==> config.mk <==
export PLATFORM = sky130hd
export DESIGN_NAME = encoder_mode_panel_controller
export DESIGN_NICKNAME = d
export VERILOG_FILES = /design/src/empc_pkg.sv /design/src/encoder_mode_panel_controller.sv /design/src/empc_input_stage.sv /design/src/empc_core.sv /design/src/empc_output_stage.sv
export SDC_FILE = /design/constraint.sdc
export NUM_CORES = 1
export LEC_CHECK = 0
export ABC_AREA = 1
export CORE_MARGIN = 4
export CORE_UTILIZATION = 57
export CTS_CLUSTER_SIZE = 14
export DETAILED_ROUTE_END_ITERATION = 16
export DONT_BUFFER_PORTS = 1
export PLACE_DENSITY = 0.75
export SKIP_LAST_GASP = 1
export SYNTH_ARGS = -nofsm -noshare
export SYNTH_HDL_FRONTEND = slang
export SYNTH_SLANG_ARGS = --single-unit
==> constraint.sdc <==
create_clock -name clk -period 3 [get_ports clk]
set_clock_uncertainty 0.05 [all_clocks]
set_input_delay 0.6 -clock clk [delete_from_list [all_inputs] [get_ports clk]]
set_output_delay 0.6 -clock clk [all_outputs]
set_load 0.02 [all_outputs]
==> src/empc_pkg.sv <==
// Shared types, constants and helper functions of the encoder mode panel controller.
package empc_pkg;

    localparam int SETTING_W = 6;
    localparam int MODE_W    = 2;
    localparam int LEVEL_W   = 8;
    localparam int CHAR_W    = 8;
    localparam int ZONE_W    = 4;
    localparam int CFG_IDX_W = 2;

    localparam logic [SETTING_W-1:0] SETTING_MAX = 6'd39;

    localparam logic [MODE_W-1:0] MODE_ZERO = 2'd0;
    localparam logic [MODE_W-1:0] MODE_ONE  = 2'd1;
    localparam logic [MODE_W-1:0] MODE_TWO  = 2'd2;

    localparam logic [CFG_IDX_W-1:0] REG_LEVEL_MODE_ZERO = 2'd0;
    localparam logic [CFG_IDX_W-1:0] REG_LEVEL_MODE_ONE  = 2'd1;
    localparam logic [CFG_IDX_W-1:0] REG_LEVEL_MODE_TWO  = 2'd2;

    localparam logic [LEVEL_W-1:0] LEVEL_MODE_ZERO_RST = 8'd0;
    localparam logic [LEVEL_W-1:0] LEVEL_MODE_ONE_RST  = 8'd50;
    localparam logic [LEVEL_W-1:0] LEVEL_MODE_TWO_RST  = 8'd250;

    localparam logic [ZONE_W-1:0] ZONE_AUTO = 4'd10;

    localparam logic [CHAR_W-1:0] CHAR_P    = 8'h50;
    localparam logic [CHAR_W-1:0] CHAR_R    = 8'h52;
    localparam logic [CHAR_W-1:0] CHAR_T    = 8'h54;
    localparam logic [CHAR_W-1:0] CHAR_A    = 8'h41;
    localparam logic [CHAR_W-1:0] CHAR_ZERO = 8'h30;

    typedef struct packed {
        logic mode_pin;
        logic push_pin;
        logic enc_data_pin;
        logic enc_clock_pin;
    } pins_t;

    typedef struct packed {
        logic [SETTING_W-1:0] setting_now;
        logic [MODE_W-1:0]    mode_now;
        logic [CHAR_W-1:0]    cmd_digit;
        logic [CHAR_W-1:0]    cmd_prefix;
        logic [LEVEL_W-1:0]   bright_level;
        logic [7:0]           segments;
    } result_t;

    typedef struct packed {
        logic [LEVEL_W-1:0] level_two;
        logic [LEVEL_W-1:0] level_one;
        logic [LEVEL_W-1:0] level_zero;
    } levels_t;

    function automatic logic [ZONE_W-1:0] zone_of(input logic [MODE_W-1:0] mode,
                                                  input logic [SETTING_W-1:0] setting);
        logic [ZONE_W-1:0] zone;
        zone = ZONE_AUTO;
        case (mode)
            MODE_ZERO:
            begin
                if (setting < 6'd10)      zone = ZONE_AUTO;
                else if (setting < 6'd20) zone = 4'd0;
                else if (setting < 6'd30) zone = 4'd1;
                else                      zone = 4'd2;
            end
            MODE_ONE:
            begin
                if (setting < 6'd13)      zone = ZONE_AUTO;
                else if (setting < 6'd26) zone = 4'd0;
                else                      zone = 4'd1;
            end
            default:
            begin
                if (setting < 6'd32) zone = 4'd1 + {1'b0, setting[4:2]};
                else                 zone = 4'd9;
            end
        endcase
        return zone;
    endfunction

    function automatic logic [7:0] seg_of(input logic [ZONE_W-1:0] zone);
        logic [7:0] seg;
        case (zone)
            4'd0:    seg = 8'h3F;
            4'd1:    seg = 8'h06;
            4'd2:    seg = 8'h5B;
            4'd3:    seg = 8'h4F;
            4'd4:    seg = 8'h66;
            4'd5:    seg = 8'h6D;
            4'd6:    seg = 8'h7D;
            4'd7:    seg = 8'h27;
            4'd8:    seg = 8'h7F;
            4'd9:    seg = 8'h6F;
            default: seg = 8'h77;
        endcase
        return seg;
    endfunction

    function automatic logic [CHAR_W-1:0] prefix_of(input logic [MODE_W-1:0] mode);
        logic [CHAR_W-1:0] ch;
        case (mode)
            MODE_ZERO: ch = CHAR_P;
            MODE_ONE:  ch = CHAR_R;
            default:   ch = CHAR_T;
        endcase
        return ch;
    endfunction

endpackage

==> src/encoder_mode_panel_controller.sv <==
// Top level of the encoder mode panel controller: stream ports, level registers, stages.
// A sample that transfers in is held in the input register; when it fires, its result loads
// the result register, from which it transfers out.
// Throughput: one sample per cycle; a sample moves from the input register to the
// result register whenever the result register is empty or being read in that cycle.
// Reset clears both stage valid bits, mode, setting, the stored clock pin and first-sample flag,
// sets the stored push and mode pins high, and loads the three level registers with 0, 50 and 250.
module encoder_mode_panel_controller
    import empc_pkg::*;
(
    input  logic                 clk,
    input  logic                 rst_n,
    input  logic                 s_axis_tvalid,
    output logic                 s_axis_tready,
    // [0] enc_clock_pin, [1] enc_data_pin, [2] push_pin, [3] mode_pin, [7:4] zero
    input  logic [7:0]           s_axis_tdata,
    output logic                 m_axis_tvalid,
    input  logic                 m_axis_tready,
    // [7:0] segments, [15:8] bright_level, [23:16] cmd_prefix, [31:24] cmd_digit,
    // [33:32] mode_now, [39:34] setting_now
    output logic [39:0]          m_axis_tdata,
    // [0] cmd_valid
    output logic                 m_axis_tuser,
    input  logic                 cfg_valid,
    output logic                 cfg_ready,
    input  logic [CFG_IDX_W-1:0] cfg_index,
    input  logic [LEVEL_W-1:0]   cfg_data
);

    pins_t   s_pins;
    pins_t   pins;
    logic    pins_valid;
    logic    can_load;
    logic    fire;
    result_t result;
    result_t m_result;
    logic    cmd_valid;
    levels_t levels_reg;

    assign s_pins.enc_clock_pin = s_axis_tdata[0];
    assign s_pins.enc_data_pin  = s_axis_tdata[1];
    assign s_pins.push_pin      = s_axis_tdata[2];
    assign s_pins.mode_pin      = s_axis_tdata[3];

    assign fire      = pins_valid && can_load;
    assign cfg_ready = 1'b1;

    always_ff @(posedge clk or negedge rst_n)
    begin
        if (!rst_n)
        begin
            levels_reg.level_zero <= LEVEL_MODE_ZERO_RST;
            levels_reg.level_one  <= LEVEL_MODE_ONE_RST;
            levels_reg.level_two  <= LEVEL_MODE_TWO_RST;
        end
        else if (cfg_valid && cfg_ready)
        begin
            case (cfg_index)
                REG_LEVEL_MODE_ZERO: levels_reg.level_zero <= cfg_data;
                REG_LEVEL_MODE_ONE:  levels_reg.level_one  <= cfg_data;
                REG_LEVEL_MODE_TWO:  levels_reg.level_two  <= cfg_data;
                default:             ;
            endcase
        end
    end

    empc_input_stage u_input
    (
        .clk        (clk),
        .rst_n      (rst_n),
        .s_valid    (s_axis_tvalid),
        .s_ready    (s_axis_tready),
        .s_pins     (s_pins),
        .advance    (can_load),
        .pins_valid (pins_valid),
        .pins       (pins)
    );

    empc_core u_core
    (
        .clk       (clk),
        .rst_n     (rst_n),
        .fire      (fire),
        .pins      (pins),
        .levels    (levels_reg),
        .result    (result),
        .cmd_valid (cmd_valid)
    );

    empc_output_stage u_output
    (
        .clk         (clk),
        .rst_n       (rst_n),
        .load        (fire),
        .result      (result),
        .cmd_valid   (cmd_valid),
        .can_load    (can_load),
        .m_valid     (m_axis_tvalid),
        .m_ready     (m_axis_tready),
        .m_result    (m_result),
        .m_cmd_valid (m_axis_tuser)
    );

    assign m_axis_tdata = m_result;

endmodule

==> src/empc_input_stage.sv <==
// Input register that holds one sampled pin set until the core consumes it.
module empc_input_stage
    import empc_pkg::*;
(
    input  logic  clk,
    input  logic  rst_n,
    input  logic  s_valid,
    output logic  s_ready,
    input  pins_t s_pins,
    input  logic  advance,
    output logic  pins_valid,
    output pins_t pins
);

    logic  valid_reg;
    logic  valid_next;
    pins_t pins_reg;

    // The slot frees up in the same cycle that the core consumes its content.
    assign s_ready    = !valid_reg || advance;
    assign valid_next = (s_valid && s_ready) || (valid_reg && !advance);

    always_ff @(posedge clk or negedge rst_n)
    begin
        if (!rst_n)
        begin
            valid_reg <= 1'b0;
        end
        else
        begin
            valid_reg <= valid_next;
        end
    end

    always_ff @(posedge clk)
    begin
        if (s_valid && s_ready)
        begin
            pins_reg <= s_pins;
        end
    end

    assign pins_valid = valid_reg;
    assign pins       = pins_reg;

endmodule

==> src/empc_core.sv <==
// Panel state (pin history, mode, setting) and the per-sample update logic.
module empc_core
    import empc_pkg::*;
(
    input  logic    clk,
    input  logic    rst_n,
    input  logic    fire,
    input  pins_t   pins,
    input  levels_t levels,
    output result_t result,
    output logic    cmd_valid
);

    logic                 last_clock_reg;
    logic                 first_seen_reg;
    logic                 last_push_reg;
    logic                 last_mode_pin_reg;
    logic [MODE_W-1:0]    mode_reg;
    logic [SETTING_W-1:0] setting_reg;

    logic [MODE_W-1:0]    mode_next;
    logic [SETTING_W-1:0] setting_mid;
    logic [SETTING_W-1:0] setting_next;
    logic                 push_rise;
    logic                 mode_rise;
    logic                 clock_moved;
    logic [ZONE_W-1:0]    cmd_zone;

    assign push_rise   = !last_push_reg && pins.push_pin;
    assign mode_rise   = !last_mode_pin_reg && pins.mode_pin;
    assign clock_moved = first_seen_reg && (pins.enc_clock_pin != last_clock_reg);
    assign cmd_zone    = zone_of(mode_reg, setting_reg);

    always_comb
    begin
        mode_next   = mode_reg;
        setting_mid = setting_reg;
        if (mode_rise)
        begin
            mode_next   = (mode_reg == MODE_TWO) ? MODE_ZERO : mode_reg + 2'd1;
            setting_mid = '0;
        end

        // Direction comes from the data pin relative to the new clock level.
        setting_next = setting_mid;
        if (clock_moved)
        begin
            if (pins.enc_data_pin != pins.enc_clock_pin)
            begin
                if (setting_mid < SETTING_MAX) setting_next = setting_mid + 6'd1;
            end
            else
            begin
                if (setting_mid != '0) setting_next = setting_mid - 6'd1;
            end
        end
    end

    always_comb
    begin
        result.segments    = seg_of(zone_of(mode_next, setting_next));
        case (mode_next)
            MODE_ZERO: result.bright_level = levels.level_zero;
            MODE_ONE:  result.bright_level = levels.level_one;
            default:   result.bright_level = levels.level_two;
        endcase
        result.cmd_prefix  = push_rise ? prefix_of(mode_reg) : '0;
        result.cmd_digit   = '0;
        if (push_rise)
        begin
            result.cmd_digit = (cmd_zone == ZONE_AUTO) ? CHAR_A
                                                        : CHAR_ZERO + {4'd0, cmd_zone};
        end
        result.mode_now    = mode_next;
        result.setting_now = setting_next;
    end

    assign cmd_valid = push_rise;

    always_ff @(posedge clk or negedge rst_n)
    begin
        if (!rst_n)
        begin
            last_clock_reg    <= 1'b0;
            first_seen_reg    <= 1'b0;
            last_push_reg     <= 1'b1;
            last_mode_pin_reg <= 1'b1;
            mode_reg          <= MODE_ZERO;
            setting_reg       <= '0;
        end
        else if (fire)
        begin
            last_clock_reg    <= pins.enc_clock_pin;
            first_seen_reg    <= 1'b1;
            last_push_reg     <= pins.push_pin;
            last_mode_pin_reg <= pins.mode_pin;
            mode_reg          <= mode_next;
            setting_reg       <= setting_next;
        end
    end

endmodule

==> src/empc_output_stage.sv <==
// Result register that holds one finished result until the downstream transfer.
module empc_output_stage
    import empc_pkg::*;
(
    input  logic    clk,
    input  logic    rst_n,
    input  logic    load,
    input  result_t result,
    input  logic    cmd_valid,
    output logic    can_load,
    output logic    m_valid,
    input  logic    m_ready,
    output result_t m_result,
    output logic    m_cmd_valid
);

    logic    valid_reg;
    logic    valid_next;
    result_t result_reg;
    logic    cmd_valid_reg;

    assign can_load   = !valid_reg || m_ready;
    assign valid_next = load || (valid_reg && !m_ready);

    always_ff @(posedge clk or negedge rst_n)
    begin
        if (!rst_n)
        begin
            valid_reg <= 1'b0;
        end
        else
        begin
            valid_reg <= valid_next;
        end
    end

    always_ff @(posedge clk)
    begin
        if (load)
        begin
            result_reg    <= result;
            cmd_valid_reg <= cmd_valid;
        end
    end

    assign m_valid     = valid_reg;
    assign m_result    = result_reg;
    assign m_cmd_valid = cmd_valid_reg;

endmodule

Word level (Yosys, flattened, before mapping)
Memory sizes are Yosys's and may differ from the RTL's. A register that Yosys moved wholly into a read port is not among the register bits.
Cells that the tools add are included.
{"block": "totals", "in_bits": 23, "elab_cells": 101, "out_inout_bits": 44, "mem_bits_ro": 112, "n_memories": 1, "register_bits": 83}
{"block": "classes", "order_cmp": 13, "reduce_logical": 25, "mux": 24, "eq_ne": 8, "add_sub_neg": 6, "bitwise": 1}
{"name": "(no name shown)", "words": 16, "width": 7, "read_ports": 1, "rd_clocked_by_memory_dff": 1, "wr": 0, "line": "empc_pkg.sv:84", "text": "case (zone)"}
{"operator": "$lt A6 B5 Y1 const B", "count": 6}
{"operator": "$mux W4", "count": 8}
{"operator": "$mux W6", "count": 5}
{"operator": "$lt A6 B4 Y1 const B", "count": 4}
{"operator": "$lt A6 B6 Y1 const B", "count": 3}
{"operator": "$pmux W4 S2", "count": 2}
{"operator": "$pmux W8 S2", "count": 1}
{"operator": "$add A1 B3 Y4 const A", "count": 2}
{"operator": "$mux W2", "count": 4}
{"operator": "$add A6 B4 Y7 const A", "count": 1}
{"operator": "$logic_and A1 B1 Y1", "count": 7}
{"operator": "$mux W7", "count": 1}
{"operator": "$add A6 B1 Y6 const B", "count": 1}
{"operator": "$eq A2 B1 Y1 const B", "count": 3}
{"operator": "$logic_not A1 Y1", "count": 6}
{"operator": "$logic_not A2 Y1", "count": 3}
{"operator": "$pmux W3 S2", "count": 1}
{"operator": "$reduce_and A2 Y1", "count": 3}
{"operator": "$reduce_bool A6 Y1", "count": 1}
{"operator": "$sub A6 B1 Y6 const B", "count": 1}
{"operator": "$eq A2 B2 Y1 const B", "count": 2}
{"operator": "$eq A4 B4 Y1 const B", "count": 1}
{"operator": "$logic_or A1 B1 Y1", "count": 4}
{"operator": "$add A2 B1 Y2 const B", "count": 1}
{"operator": "other kinds (4)", "count": 6}

Depth between registers and ports, before layout
Gate-level depths: netlist of run 1.
{"block": "depth", "ltp_word": 12, "mapped_depth": 24, "depth_no_buf": 24}

By module
A second synthesis of run 1 with hierarchy kept.
{"block": "hier_totals", "cells_unflattened": 490, "hier_area_um2": 4405.5}
{"module": "empc_core", "cells_each": 323, "n_inst": 1, "area_each_um2": 1886.8}
{"module": "empc_output_stage", "cells_each": 46, "n_inst": 1, "area_each_um2": 1276.2}
{"module": "encoder_mode_panel_controller", "cells_each": 111, "n_inst": 1, "area_each_um2": 1077.3}
{"module": "empc_input_stage", "cells_each": 10, "n_inst": 1, "area_each_um2": 165.2}

Worst setup path before layout of run 1
No wires, ideal clock.
{"block": "synth_timing", "path_kind": "register -> register", "startpoint": "register u_core.last_mode_pin_reg", "endpoint": "register u_output.m_result[3] (netlist name)", "path_slack_ps": 3, "required_time_ps": 2694, "path_buffers": 0, "stages_incl_launch_ff": 21, "arrival_ps": 2691, "cell_sequence": "dfstp_2 -> nor2_2 -> nor2_1 -> inv_1 -> ha_1 -> nand3_2 -> nand2_2 -> o21ai_0 -> nand2_1 -> nand2_2 -> ha_1 -> inv_1 -> nor2_1 -> nand2_1 -> nand3_1 -> nand3_1 -> ha_1 -> inv_1 -> nor2_1 -> o21bai_1 -> nand2_1"}
{"element": "start, declared", "line": "empc_core.sv:17", "text": "logic last_mode_pin_reg;"}
{"element": "start signal, assigned", "line": "empc_core.sv:96", "text": "last_mode_pin_reg <= pins.mode_pin;"}

==> out/qor.yml, run 1 <==
use_met2_pct: 38.4
vias: 3442
fin_area_mm2: 0.00497
place_congestion: 0.920
fin_nets: 567
place_area_mm2: 0.00429
grt_max_degree: 28
fillers: 479
synth_top_family_by_area: "simple AND/OR/NAND/NOR gates"
synth_ff_type: "edfxtp_1"
slew_headroom_pct: 62.4
use_met1_pct: 29.3
grt_overflow_total: 0
ys.warnings.count: 0
drt_iter0_markers: 283
pin_count: 67
io_buffers: 0
synth_top_area_cell: "edfxtp_1"
r2r_slack_ns: -0.15
num_rows: 30
cp.required_ns: 3.03
setup_violations: 3
drc_errors: 0
hold_viol: 0
track_usage_pct: 23.6
status: "complete, but fails checks"
synth_fa_ha_area_share_pct: 2.84
totalWireLength_um: 10000
cp.arrival_ns: 3.18
clock.fmax_ghz: 0.318
met3_usage_pct: 4.97
cts_tree: "done"
seq_area_frac_synth_pct: 52.4
routed_via_density: 5.55
ys_types: 32
dieArea_mm2: 0.00835
synth_async_sr_flop_share_pct: 50.7
rr_endpoint: "u_output.m_result[1]$_SDFFCE_PP1P_"
synth.area.mux_share_pct: 0
synthesis.area_mm2: 0.00396
r2r-start: "u_core.last_mode_pin_reg$_DFFE_PN1P_"
ctsHtreeMaxLevel: 3
final_antenna_net_count: 0
largest_reg_flops: 32
critPathKind: "reg -> reg"
regArea_mm2: 0.00208
grt_pass1_vias: 3395
synth_compound_area_share_pct: 7.42
utilization_pct: 73.5
crit_path_start_kind: "register"
multiInputGateArea_mm2: 0.00184
synth_seq_cells: 75
p_per_area_mw_per_mm2: 994
reg2reg_depth: 21
cts_inserted_buffers: 9
worst_slew_pin_slew_ns: 0.562
grt_pass1_wl_um: 15600
hp-class: "in -> async"
wl_per_cell_um: 16.2
die_w_um: 91.4
antenna_found_initial: 0
timing.hold.ws_ns: 0.00413
diodes: 0
drv_slew: 0
synthCells: 466
clk_pin_slew_worst_paths_ns: 0.09
rsz0062_at_grt: "yes"
initial_core_util_pct: 58.6
synth-xor-area-share_pct: 0.410
setup_ws_ns: -0.148
cts.sinks: 75
cts_root_buf: "clkbuf_8"
netlist_top_cells_area: "edfxtp_1, dfrtp_1, nand2_1"
first_pass_iters: 5
synth_top_area_share_pct: 28.0
post-route-period-util_pct: 105
drive_gt1_share_pct: 33.0
synth_edf_count: 37
critical_path_peak_fanout: 10
crit_path_end_kind: "register"
max-vdd-ir-drop_mv: 0.431
cellLeakagePower_nw: 2.33
dp_hpwl_um: 6090
violations: "setup timing"
synth-simple-area-share_pct: 28.9
busiest_layer: "met2"
die_y_um: 91.4
ctsLongestPathBuffers: 2
synthToLayoutAreaGrowth_pct: 25.3
core_area_mm2: 0.00676
maxCapViolCount: 0
syn_avg_cell_area_um2: 8.50
insertion_delay_ns: 0.36
period_minus_slack_ns: 3.15
==> worst max-delay path: stages (launching register included) <==
cell and delay, ns:
dfstp_2 0.58, inv_2 0.07, nand2_8 0.10, buf_4 0.12, nand3_2 0.10, a21oi_1 0.17
nand3_1 0.12, nand2_1 0.08, nand2_1 0.08, nand2_4 0.12, ha_4 0.18, inv_4 0.05
nor2_4 0.09, nand2_2 0.07, nand2_1 0.09, nand2_1 0.09, nand2_2 0.13, nor2_8 0.05
buf_4 0.13, ha_4 0.21, nor2_4 0.06, nand4_1 0.12
==> synth_stat cells (4+ instances only) <==
| cell | number |
|---|---|
| o21ai_0 | 42 |
| nand3_2 | 6 |
| ha_1 | 9 |
| dfstp_2 | 11 |
| buf_4 | 10 |
| edfxtp_1 | 37 |
| nand2_1 | 138 |
| nor2_2 | 6 |
| inv_1 | 41 |
| nand3_1 | 43 |
| nand2_2 | 11 |
| clkbuf_1 | 7 |
| dfrtp_1 | 27 |
| inv_2 | 12 |
| o21ai_1 | 6 |
| nor2_1 | 38 |
| a21oi_1 | 4 |
==> area by class of cell <==
class                      instances  share of cell area (%)
multi-input combinational        325                    37.1
sequential                        75                    41.8
clock inverter                     5                   0.731
timing repair buffer              71                    11.3
inverter                          53                    4.16
clock buffer                      11                    2.85
tap                               80                    2.02
==> what timing repair did <==
action / 4_1_cts / 5_1_grt
resized for setup: 26 / 38
endpoints found under the hold margin: 27 / 0
buffers inserted: 23 / 6
hold buffers: 1 / 0
pin swaps: 27 / 23
setup endpoints to repair: 4 / 7
==> stage by stage <==
step / instances / power (mW) / setup slack (ns) / setup TNS, ns
finish: 620 / 4.93 / -0.148 / -0.290
global route: 620 / 5.25 / -0.206 / -0.572
CTS: 614 / 4.57 / -0.0246 / -0.0246
detailed placement: 574 / 3.54 / -0.270 / -0.559
global placement: 574 / 3.46 / -0.157 / -0.247
floorplan: 471 / 2.87 / 0.00253 / 0
==> cell usage in the layout (no fill, tap or decap), types with 10 or more instances in the layout <==
| master | synthesis | final |
|---|---|---|
| nand2_1 | 138 | 128 |
| dfrtp_1 | 27 | 27 |
| inv_2 | 12 | 16 |
| clkbuf_8 | 0 | 10 |
| nand2_2 | 11 | 16 |
| buf_4 | 10 | 68 |
| nand3_1 | 43 | 39 |
| o21ai_0 | 42 | 41 |
| dfstp_2 | 11 | 11 |
| edfxtp_1 | 37 | 37 |
| inv_1 | 41 | 34 |
| nor2_1 | 38 | 28 |
==> metal layers <==
layer	share of wire, %	up-vias	wire length, um
met2	51	152	5120
met5	0	-	0
met4	3.0	0	304
met3	6.1	32	616
li1	-	1631	-
met1	40	1627	3990
==> cell families after synthesis <==
family / Yosys count
AOI/OAI and AO/OA: 56
and+or+nand+nor: 252
adders and majority gates: 9
DFF: 75
other: 2
xor gates and xnor gates: 1
buffers and inverters: 71
==> worst max-delay path by stage <==
stage | depth (start not counted) | from | endpoint | slack, ns
detailed placement | 20 | u_core.last_mode_pin_reg$_DFFE_PN1P_ | u_output.m_result[3]$_DFFE_PP_ | -0.27
finish | 21 | u_core.last_mode_pin_reg$_DFFE_PN1P_ | u_output.m_result[1]$_SDFFCE_PP1P_ | -0.15
floorplan | 20 | u_core.last_mode_pin_reg$_DFFE_PN1P_ | u_output.m_result[3]$_DFFE_PP_ | 0.003
CTS | 20 | u_core.last_mode_pin_reg$_DFFE_PN1P_ | u_output.m_result[3]$_DFFE_PP_ | -0.02
global placement | 20 | u_core.last_mode_pin_reg$_DFFE_PN1P_ | u_output.m_result[3]$_DFFE_PP_ | -0.16
global route | 21 | u_core.last_mode_pin_reg$_DFFE_PN1P_ | u_output.m_result[1]$_SDFFCE_PP1P_ | -0.21
==> power by group <==
group / internal, mW / leakage (nW) / switching (mW) / total (mW)
Sequential: 1.40 / 0.803 / 0.298 / 1.70
Combinational: 1.08 / 1.44 / 1.44 / 2.52
Clock: 0.327 / 0.0902 / 0.388 / 0.714
Power figures use the tool's default switching activity.
==> inputs of run 2 (changes only) <==
--- a/config.mk
+++ b/config.mk
@@ -7,11 +7,12 @@
 export LEC_CHECK = 0
 export ABC_AREA = 1
 export CORE_MARGIN = 4
-export CORE_UTILIZATION = 57
+export CORE_UTILIZATION = 60
+export CTS_BUF_LIST = sky130_fd_sc_hd__clkbuf_4 sky130_fd_sc_hd__clkbuf_8
 export CTS_CLUSTER_SIZE = 14
 export DETAILED_ROUTE_END_ITERATION = 16
 export DONT_BUFFER_PORTS = 1
-export PLACE_DENSITY = 0.75
+export PLACE_DENSITY = 0.79
 export SKIP_LAST_GASP = 1
 export SYNTH_ARGS = -nofsm -noshare
 export SYNTH_HDL_FRONTEND = slang
==> run 2 against run 1 <==
- the flow still finishes with violations (setup timing)
- setup slack better by 0.099 ns
- flip-flop and latch count stayed put
- total power is 2.3% lower
- via count is 1.6% lower
- global-route usage is 2.0 points higher
- combinational power is 6% lower
- final cell count is 1.8% lower
- largest cell class unchanged
- maximum frequency is 3.2% higher
- core utilization is 3.7 points higher
==> out/qor.yml, run 2 (synthesized netlist as in run 1, its figures left out) <==
status: "complete, but fails checks"  # unchanged
violations: "setup timing"  # unchanged
crit_path_start_kind: "register"  # unchanged
drv_slew: 0  # unchanged
cellLeakagePower_nw: 2.30  # was 2.33 nW
grt_overflow_total: 0  # unchanged
grt_pass1_vias: 3282  # was 3395
place_congestion: 0.913  # was 0.920
power_frac_seq_pct: 35.0  # was 34.4%
hold_viol: 0  # unchanged
cts_tree: "done"  # unchanged
tns_ns: -0.0579  # was -0.290 ns
grt_pass1_wl_um: 15400  # was 15600 um
fillers: 414  # was 479
critPathMaxStageDelay_ns: 0.58  # about the same
cp.required_ns: 3.03  # about the same
io_buffers: 0  # unchanged
setup_ws_ns: -0.0498  # was -0.148 ns
final_cells: 609  # was 620
worst_slew_pin_slew_ns: 0.598  # was 0.562 ns
core_area_mm2: 0.00639  # was 0.00676 mm2
layout_common_cells: "nand2_1, buf_4, o21ai_0"  # unchanged
cts_inserted_buffers: 9  # unchanged
drt_iter0_markers: 160  # was 283
fin_nets: 559  # was 567
reg2reg_depth: 19  # was 21
critical_path_peak_fanout: 7  # was 10
crit_chain: "buf_6 > inv_6 > nand2_8 > buf_6 > nand3_4 > a21oi_2 > nand3_1 > nand2_1 > nand2_2 > nand2_4 > inv_6 > ha_4 > nand2_1 > nand3_1 > nand2_1 > nand3_4 > ha_4 > nor2_2 > nand4_1"  # was inv_2 > nand2_8 > buf_4 > nand3_2 > a21oi_1 > nand3_1 > nand2_1 > nand2_1 > nand2_4 > ha_4 > inv_4 > nor2_4 > nand2_2 > nand2_1 > nand2_1 > nand2_2 > nor2_8 > buf_4 > ha_4 > nor2_4 > nand4_1
clkPwrFrac_pct: 15.8  # was 14.5%
combPwrFrac_pct: 49.2  # was 51.1%
placed_cells: 572  # was 574
ctsLongestPathBuffers: 2  # unchanged
cts_root_buf: "clkbuf_8"  # unchanged
slew_headroom_pct: 60.0  # was 62.4%
maxCapViolCount: 0  # unchanged
track_usage_pct: 25.6  # was 23.6%
wl_per_cell_um: 15.7  # was 16.2 um
ctsHtreeMaxLevel: 3  # unchanged
antenna_found_initial: 0  # unchanged
drive_gt1_share_pct: 30.5  # was 33.0%
vias: 3386  # was 3442
critPathKind: "reg -> reg"  # unchanged
netSwitchingFraction_pct: 43.5  # was 43.1%
setup_violations: 2  # was 3
num_rows: 29  # was 30
drc_errors: 0  # unchanged
dp_hpwl_um: 6080  # was 6090 um
clk_pin_slew_worst_paths_ns: 0.09  # about the same
rsz0062_at_grt: "yes"  # unchanged
grt_max_degree: 28  # unchanged
crit_family: "simple AND/OR/NAND/NOR gates"  # unchanged
synthToLayoutAreaGrowth_pct: 24.4  # was 25.3%
final_antenna_net_count: 0  # unchanged
p_per_area_mw_per_mm2: 978  # was 994 mW/mm2
cp.buffers_inverters: 4  # unchanged
max-vdd-ir-drop_mv: 0.795  # was 0.431 mV
clock.fmax_ghz: 0.328  # was 0.318 GHz
dieArea_mm2: 0.00797  # was 0.00835 mm2
cp.arrival_ns: 3.08  # was 3.18 ns
die_y_um: 89.3  # was 91.4 um
intPower_mw: 2.72  # was 2.81 mW
period_minus_slack_ns: 3.05  # was 3.15 ns
post-route-period-util_pct: 102  # was 105%
totalWireLength_um: 9590  # was 10000 um
insertion_delay_ns: 0.35  # was 0.36 ns
diodes: 0  # unchanged
cpMostUsedCell: "nand2_1"  # unchanged
initial_core_util_pct: 62.0  # was 58.6%
hp-class: "in -> async"  # unchanged
die_w_um: 89.3  # was 91.4 um
crit_path_end_kind: "register"  # unchanged
p_sw_mw: 2.10  # was 2.13 mW
cpMaxStageDelayCell: "dfstp_2"  # unchanged
largest_reg_flops: 32  # unchanged
cts.sinks: 75  # unchanged
pin_count: 67  # unchanged
path_depth: 19  # was 21
layout_commonest_cell: "nand2_1"  # unchanged
first_pass_iters: 5  # unchanged
routed_via_density: 5.56  # was 5.55
## run 2: routing by layer
metal	GRT usage (%)	vias to the layer above	wire [um]
met5	0	-	0
met4	11.1	0	273
met3	5.35	24	534
met2	42.2	134	4850
met1	32.7	1604	3930
li1	-	1624	-
## run 2: repair_timing
item                       CTS  global route
hold endpoints to repair    27             2
pin swaps                   19            24
setup endpoints to repair    5             7
setup buffers               15             6
resized for setup           34            29
hold buffers                 2             1
## run 2: stage by stage
step	util [%]	setup WS, ns	cell area (um2)	hold WS [ns]	power, mW
floorplan	-	0.00253	3980	0.254	2.87
global placement	67.2	-0.115	4290	0.255	3.45
detailed placement	67.2	-0.196	4290	0.256	3.51
CTS	74.8	0.0118	4780	0.00837	4.56
global route	77.2	-0.171	4930	0.00170	5.15
finish	77.2	-0.0498	4930	0.0216	4.82
## run 2: worst paths after layout
path / start / to / slack, ns
max in group asynchronous: rst_n / u_core.mode_reg[1]$_DFFE_PN0P_ / 2.11
setup / recovery: u_core.last_mode_pin_reg$_DFFE_PN1P_ / u_output.m_result[1]$_SDFFCE_PP1P_ / -0.05
setup reg to reg: u_core.last_mode_pin_reg$_DFFE_PN1P_ / u_output.m_result[1]$_SDFFCE_PP1P_ / -0.05
hold / removal: rst_n / levels_reg[9]$_DFFE_PN1P_ / 0.02
min in group clk: s_axis_tdata[3] / u_input.pins[3]$_DFFE_PP_ / 0.29
hold reg to reg: levels_reg[9]$_DFFE_PN1P_ / levels_reg[9]$_DFFE_PN1P_ / 0.45
## run 2: area by class of cell
type	count	area, um2	share of cell area [%]
multi-input cells	325	1830	37.1
clock buffers	9	124	2.51
well taps	77	96.3	1.95
repair buffers	63	518	10.5
clock inverters	7	70.1	1.42
inverters	53	216	4.39
flip-flops and latches	75	2080	42.1
## run 2: power by group through the flow
stage	Combinational, mW	Sequential (mW)	Clock [mW]
2_1_floorplan	1.19	1.68	0
3_3_place_gp	1.75	1.70	0
3_5_place_dp	1.81	1.70	0
4_1_cts	2.10	1.69	0.771
5_1_grt	2.62	1.72	0.813
6_report	2.37	1.69	0.761
==> inputs of run 3 (changes only) <==
--- a/config.mk
+++ b/config.mk
@@ -8,7 +8,7 @@
 export ABC_AREA = 1
 export CORE_MARGIN = 4
 export CORE_UTILIZATION = 60
-export CTS_BUF_LIST = sky130_fd_sc_hd__clkbuf_4 sky130_fd_sc_hd__clkbuf_8
+export CTS_BUF_LIST = sky130_fd_sc_hd__clkbuf_4
 export CTS_CLUSTER_SIZE = 14
 export DETAILED_ROUTE_END_ITERATION = 16
 export DONT_BUFFER_PORTS = 1
==> constraint.sdc (replaced) <==
create_clock -name clk -period 3 [get_ports clk]
set_clock_uncertainty 0.05 [all_clocks]
set_input_delay 0.6 -clock clk [delete_from_list [all_inputs] [get_ports clk]]
set_output_delay 0.6 -clock clk [all_outputs]
set_load 0.1 [all_outputs]
==> run 3 against run 2 <==
- final cell count is 0.16% lower
- core utilization is 1.5 points lower
- combinational power is 3% higher
- the flow now finishes without violations
- total power is 10% higher
- setup slack better by 0.051 ns
- critical path type unchanged
- sequential share of layout area is 0.82 points higher
- largest power group unchanged
==> out/qor.yml, run 3 (synthesized netlist as in run 1, its figures left out) <==
antenna_found_initial: 0  # unchanged
dp_hpwl_um: 6000  # was 6080 um
totalWireLength_um: 9010  # was 9590 um
grt_pass1_wl_um: 14100  # was 15400 um
critical_path_peak_fanout: 4  # was 7
dr_wl_met3_um: 404  # was 534 um
utilization_pct: 75.7  # was 77.2%
hold_viol: 0  # unchanged
setup_violations: 0  # was 2
slew_headroom_pct: 39.2  # was 60.0%
cts_root_buf: "clkbuf_4"  # was clkbuf_8
clk_pin_slew_worst_paths_ns: 0.14  # was 0.09 ns
tns_ns: 0  # was -0.0579 ns
met2_length_um: 4450  # was 4850 um
ctsLongestPathBuffers: 2  # unchanged
rsz0062_at_grt: "yes"  # unchanged
cts_tree: "done"  # unchanged
final_antenna_net_count: 0  # unchanged
cts.sinks: 75  # unchanged
synthToLayoutAreaGrowth_pct: 22.0  # was 24.4%
grt_overflow_total: 0  # unchanged
cp.arrival_ns: 3.16  # was 3.08 ns
fin_nets: 558  # was 559
critPathCapture: "u_output.m_result[3]$_DFFE_PP_"  # was u_output.m_result[1]$_SDFFCE_PP1P_
cp.buffers_inverters: 4  # unchanged
cts_inserted_buffers: 9  # unchanged
r2r-start: "u_core.last_mode_pin_reg$_DFFE_PN1P_"  # unchanged
final_cells: 608  # was 609
maxCapViolCount: 0  # unchanged
pin_count: 67  # unchanged
dr.max_layer_used: "met4"  # unchanged
dieArea_mm2: 0.00797  # unchanged
layout_common_cells: "nand2_1, buf_4, o21ai_0"  # unchanged
fillers: 443  # was 414
die_w_um: 89.3  # unchanged
grt_max_degree: 41  # was 28
wl_per_cell_um: 14.8  # was 15.7 um
critPathMaxStageDelay_ns: 0.59  # was 0.58 ns
status: "completed"  # was complete, but fails checks
worst_slew_pin_slew_ns: 0.914  # was 0.598 ns
num_rows: 29  # unchanged
pre_cts_slack_ns: -0.185  # was -0.196 ns
diodes: 0  # unchanged
insertion_delay_ns: 0.42  # was 0.35 ns
io_buffers: 0  # unchanged
layout_commonest_cell: "nand2_1"  # unchanged
vias: 3302  # was 3386
rr_endpoint: "u_output.m_result[3]$_DFFE_PP_"  # was u_output.m_result[1]$_SDFFCE_PP1P_
critPathKind: "reg -> reg"  # unchanged
crit_family: "simple AND/OR/NAND/NOR gates"  # unchanged
first_pass_iters: 4  # was 5
routed_via_density: 5.43  # was 5.56
drv_slew: 0  # unchanged
hp-class: "in -> reg"  # was in -> async
cp.required_ns: 3.16  # was 3.03 ns
crit_path_end_kind: "register"  # unchanged
clock.fmax_ghz: 0.333  # was 0.328 GHz
initial_core_util_pct: 62.0  # unchanged
timing.hold.ws_ns: 0.224  # was 0.0216 ns
crit_path_start_kind: "register"  # unchanged
cellLeakagePower_nw: 2.28  # was 2.30 nW
reg2reg_depth: 20  # was 19
r2r_slack_ns: 0.001  # was -0.05 ns
cp-startpoint: "u_core.last_mode_pin_reg$_DFFE_PN1P_"  # unchanged
placed_cells: 575  # was 572
p_per_area_mw_per_mm2: 1100  # was 978 mW/mm2
wl_met1_um: 3950  # was 3930 um
max-vdd-ir-drop_mv: 0.938  # was 0.795 mV
drc_errors: 0  # unchanged
setup_ws_ns: 0.00116  # was -0.0498 ns
place_congestion: 0.904  # was 0.913
core_area_mm2: 0.00639  # unchanged
drt_iter0_markers: 201  # was 160
period_minus_slack_ns: 3.00  # was 3.05 ns
track_usage_pct: 23.3  # was 25.6%
path_depth: 20  # was 19
grt_pass1_vias: 3032  # was 3282
post-route-period-util_pct: 100  # was 102%
cpMostUsedCell: "ha_4"  # was nand2_1
die_y_um: 89.3  # unchanged
drive_gt1_share_pct: 31.3  # was 30.5%
cpMaxStageDelayCell: "dfstp_2"  # unchanged
largest_reg_flops: 32  # unchanged
crit_chain: "nor2_4 > nor2_4 > inv_2 > ha_4 > nand3_4 > nand2_4 > o21ai_2 > nand2_1 > nand2_2 > buf_6 > ha_4 > or2_4 > nand2_4 > nor2_8 > inv_4 > ha_4 > inv_2 > nor2_2 > o21bai_1 > nand2_1"  # was buf_6 > inv_6 > nand2_8 > buf_6 > nand3_4 > a21oi_2 > nand3_1 > nand2_1 > nand2_2 > nand2_4 > inv_6 > ha_4 > nand2_1 > nand3_1 > nand2_1 > nand3_4 > ha_4 > nor2_2 > nand4_1
ctsHtreeMaxLevel: 3  # unchanged
run 3: final cells by class:
type                            count  area, um2  area share, %
Sequential cell                    75       2080           42.9
Timing Repair Buffer               62        528           10.9
Multi-Input combinational cell    325       1800           37.3
Clock buffer                        9       67.6           1.40
Tap cell                           77       96.3           1.99
Clock inverter                      7       58.8           1.22
Inverter                           53        206           4.27
run 3: how the worst min path moves through the flow:
stage                    start                        end  slack, ns  depth (start not counted)
3_3_place_gp             rst_n  levels_reg[7]$_DFFE_PN0P_       0.26                          0
2_1_floorplan            rst_n  levels_reg[0]$_DFFE_PN0P_       0.25                          0
5_1_grt        s_axis_tdata[1]  u_input.pins[1]$_DFFE_PP_       0.17                          0
3_5_place_dp             rst_n  levels_reg[7]$_DFFE_PN0P_       0.26                          0
6_report       s_axis_tdata[1]  u_input.pins[1]$_DFFE_PP_       0.22                          0
4_1_cts        s_axis_tdata[1]  u_input.pins[1]$_DFFE_PP_       0.18                          0
run 3: power by group:
group	internal, mW	switching [mW]	total (mW)	leakage [nW]
clock	0.183	0.390	0.573	0.0688
combinational	0.998	1.44	2.44	1.41
sequential	1.40	0.900	2.30	0.803
run 3: timing repair:
item | 4_1_cts | 5_1_grt
hold endpoints to repair | 38 | 0
buffers inserted | 10 | 6
hold buffers | 2 | 0
setup endpoints to repair | 4 | 5
resized for setup | 17 | 40
pin swaps | 12 | 32
run 3: layer usage:
| layer | vias to the layer above | track usage, % |
|---|---|---|
| met2 | 104 | 37.1 |
| met5 | - | 0 |
| li1 | 1624 | - |
| met4 | 0 | 8.12 |
| met3 | 19 | 5.53 |
| met1 | 1555 | 31.4 |
run 3: metrics by stage:
step | power (mW) | instance area, um2
final | 5.31 | 4840
after CTS | 4.94 | 4630
after detailed placement | 4.24 | 4340
after floorplan | 3.58 | 3980
after global placement | 4.19 | 4340
after global routing | 5.66 | 4840
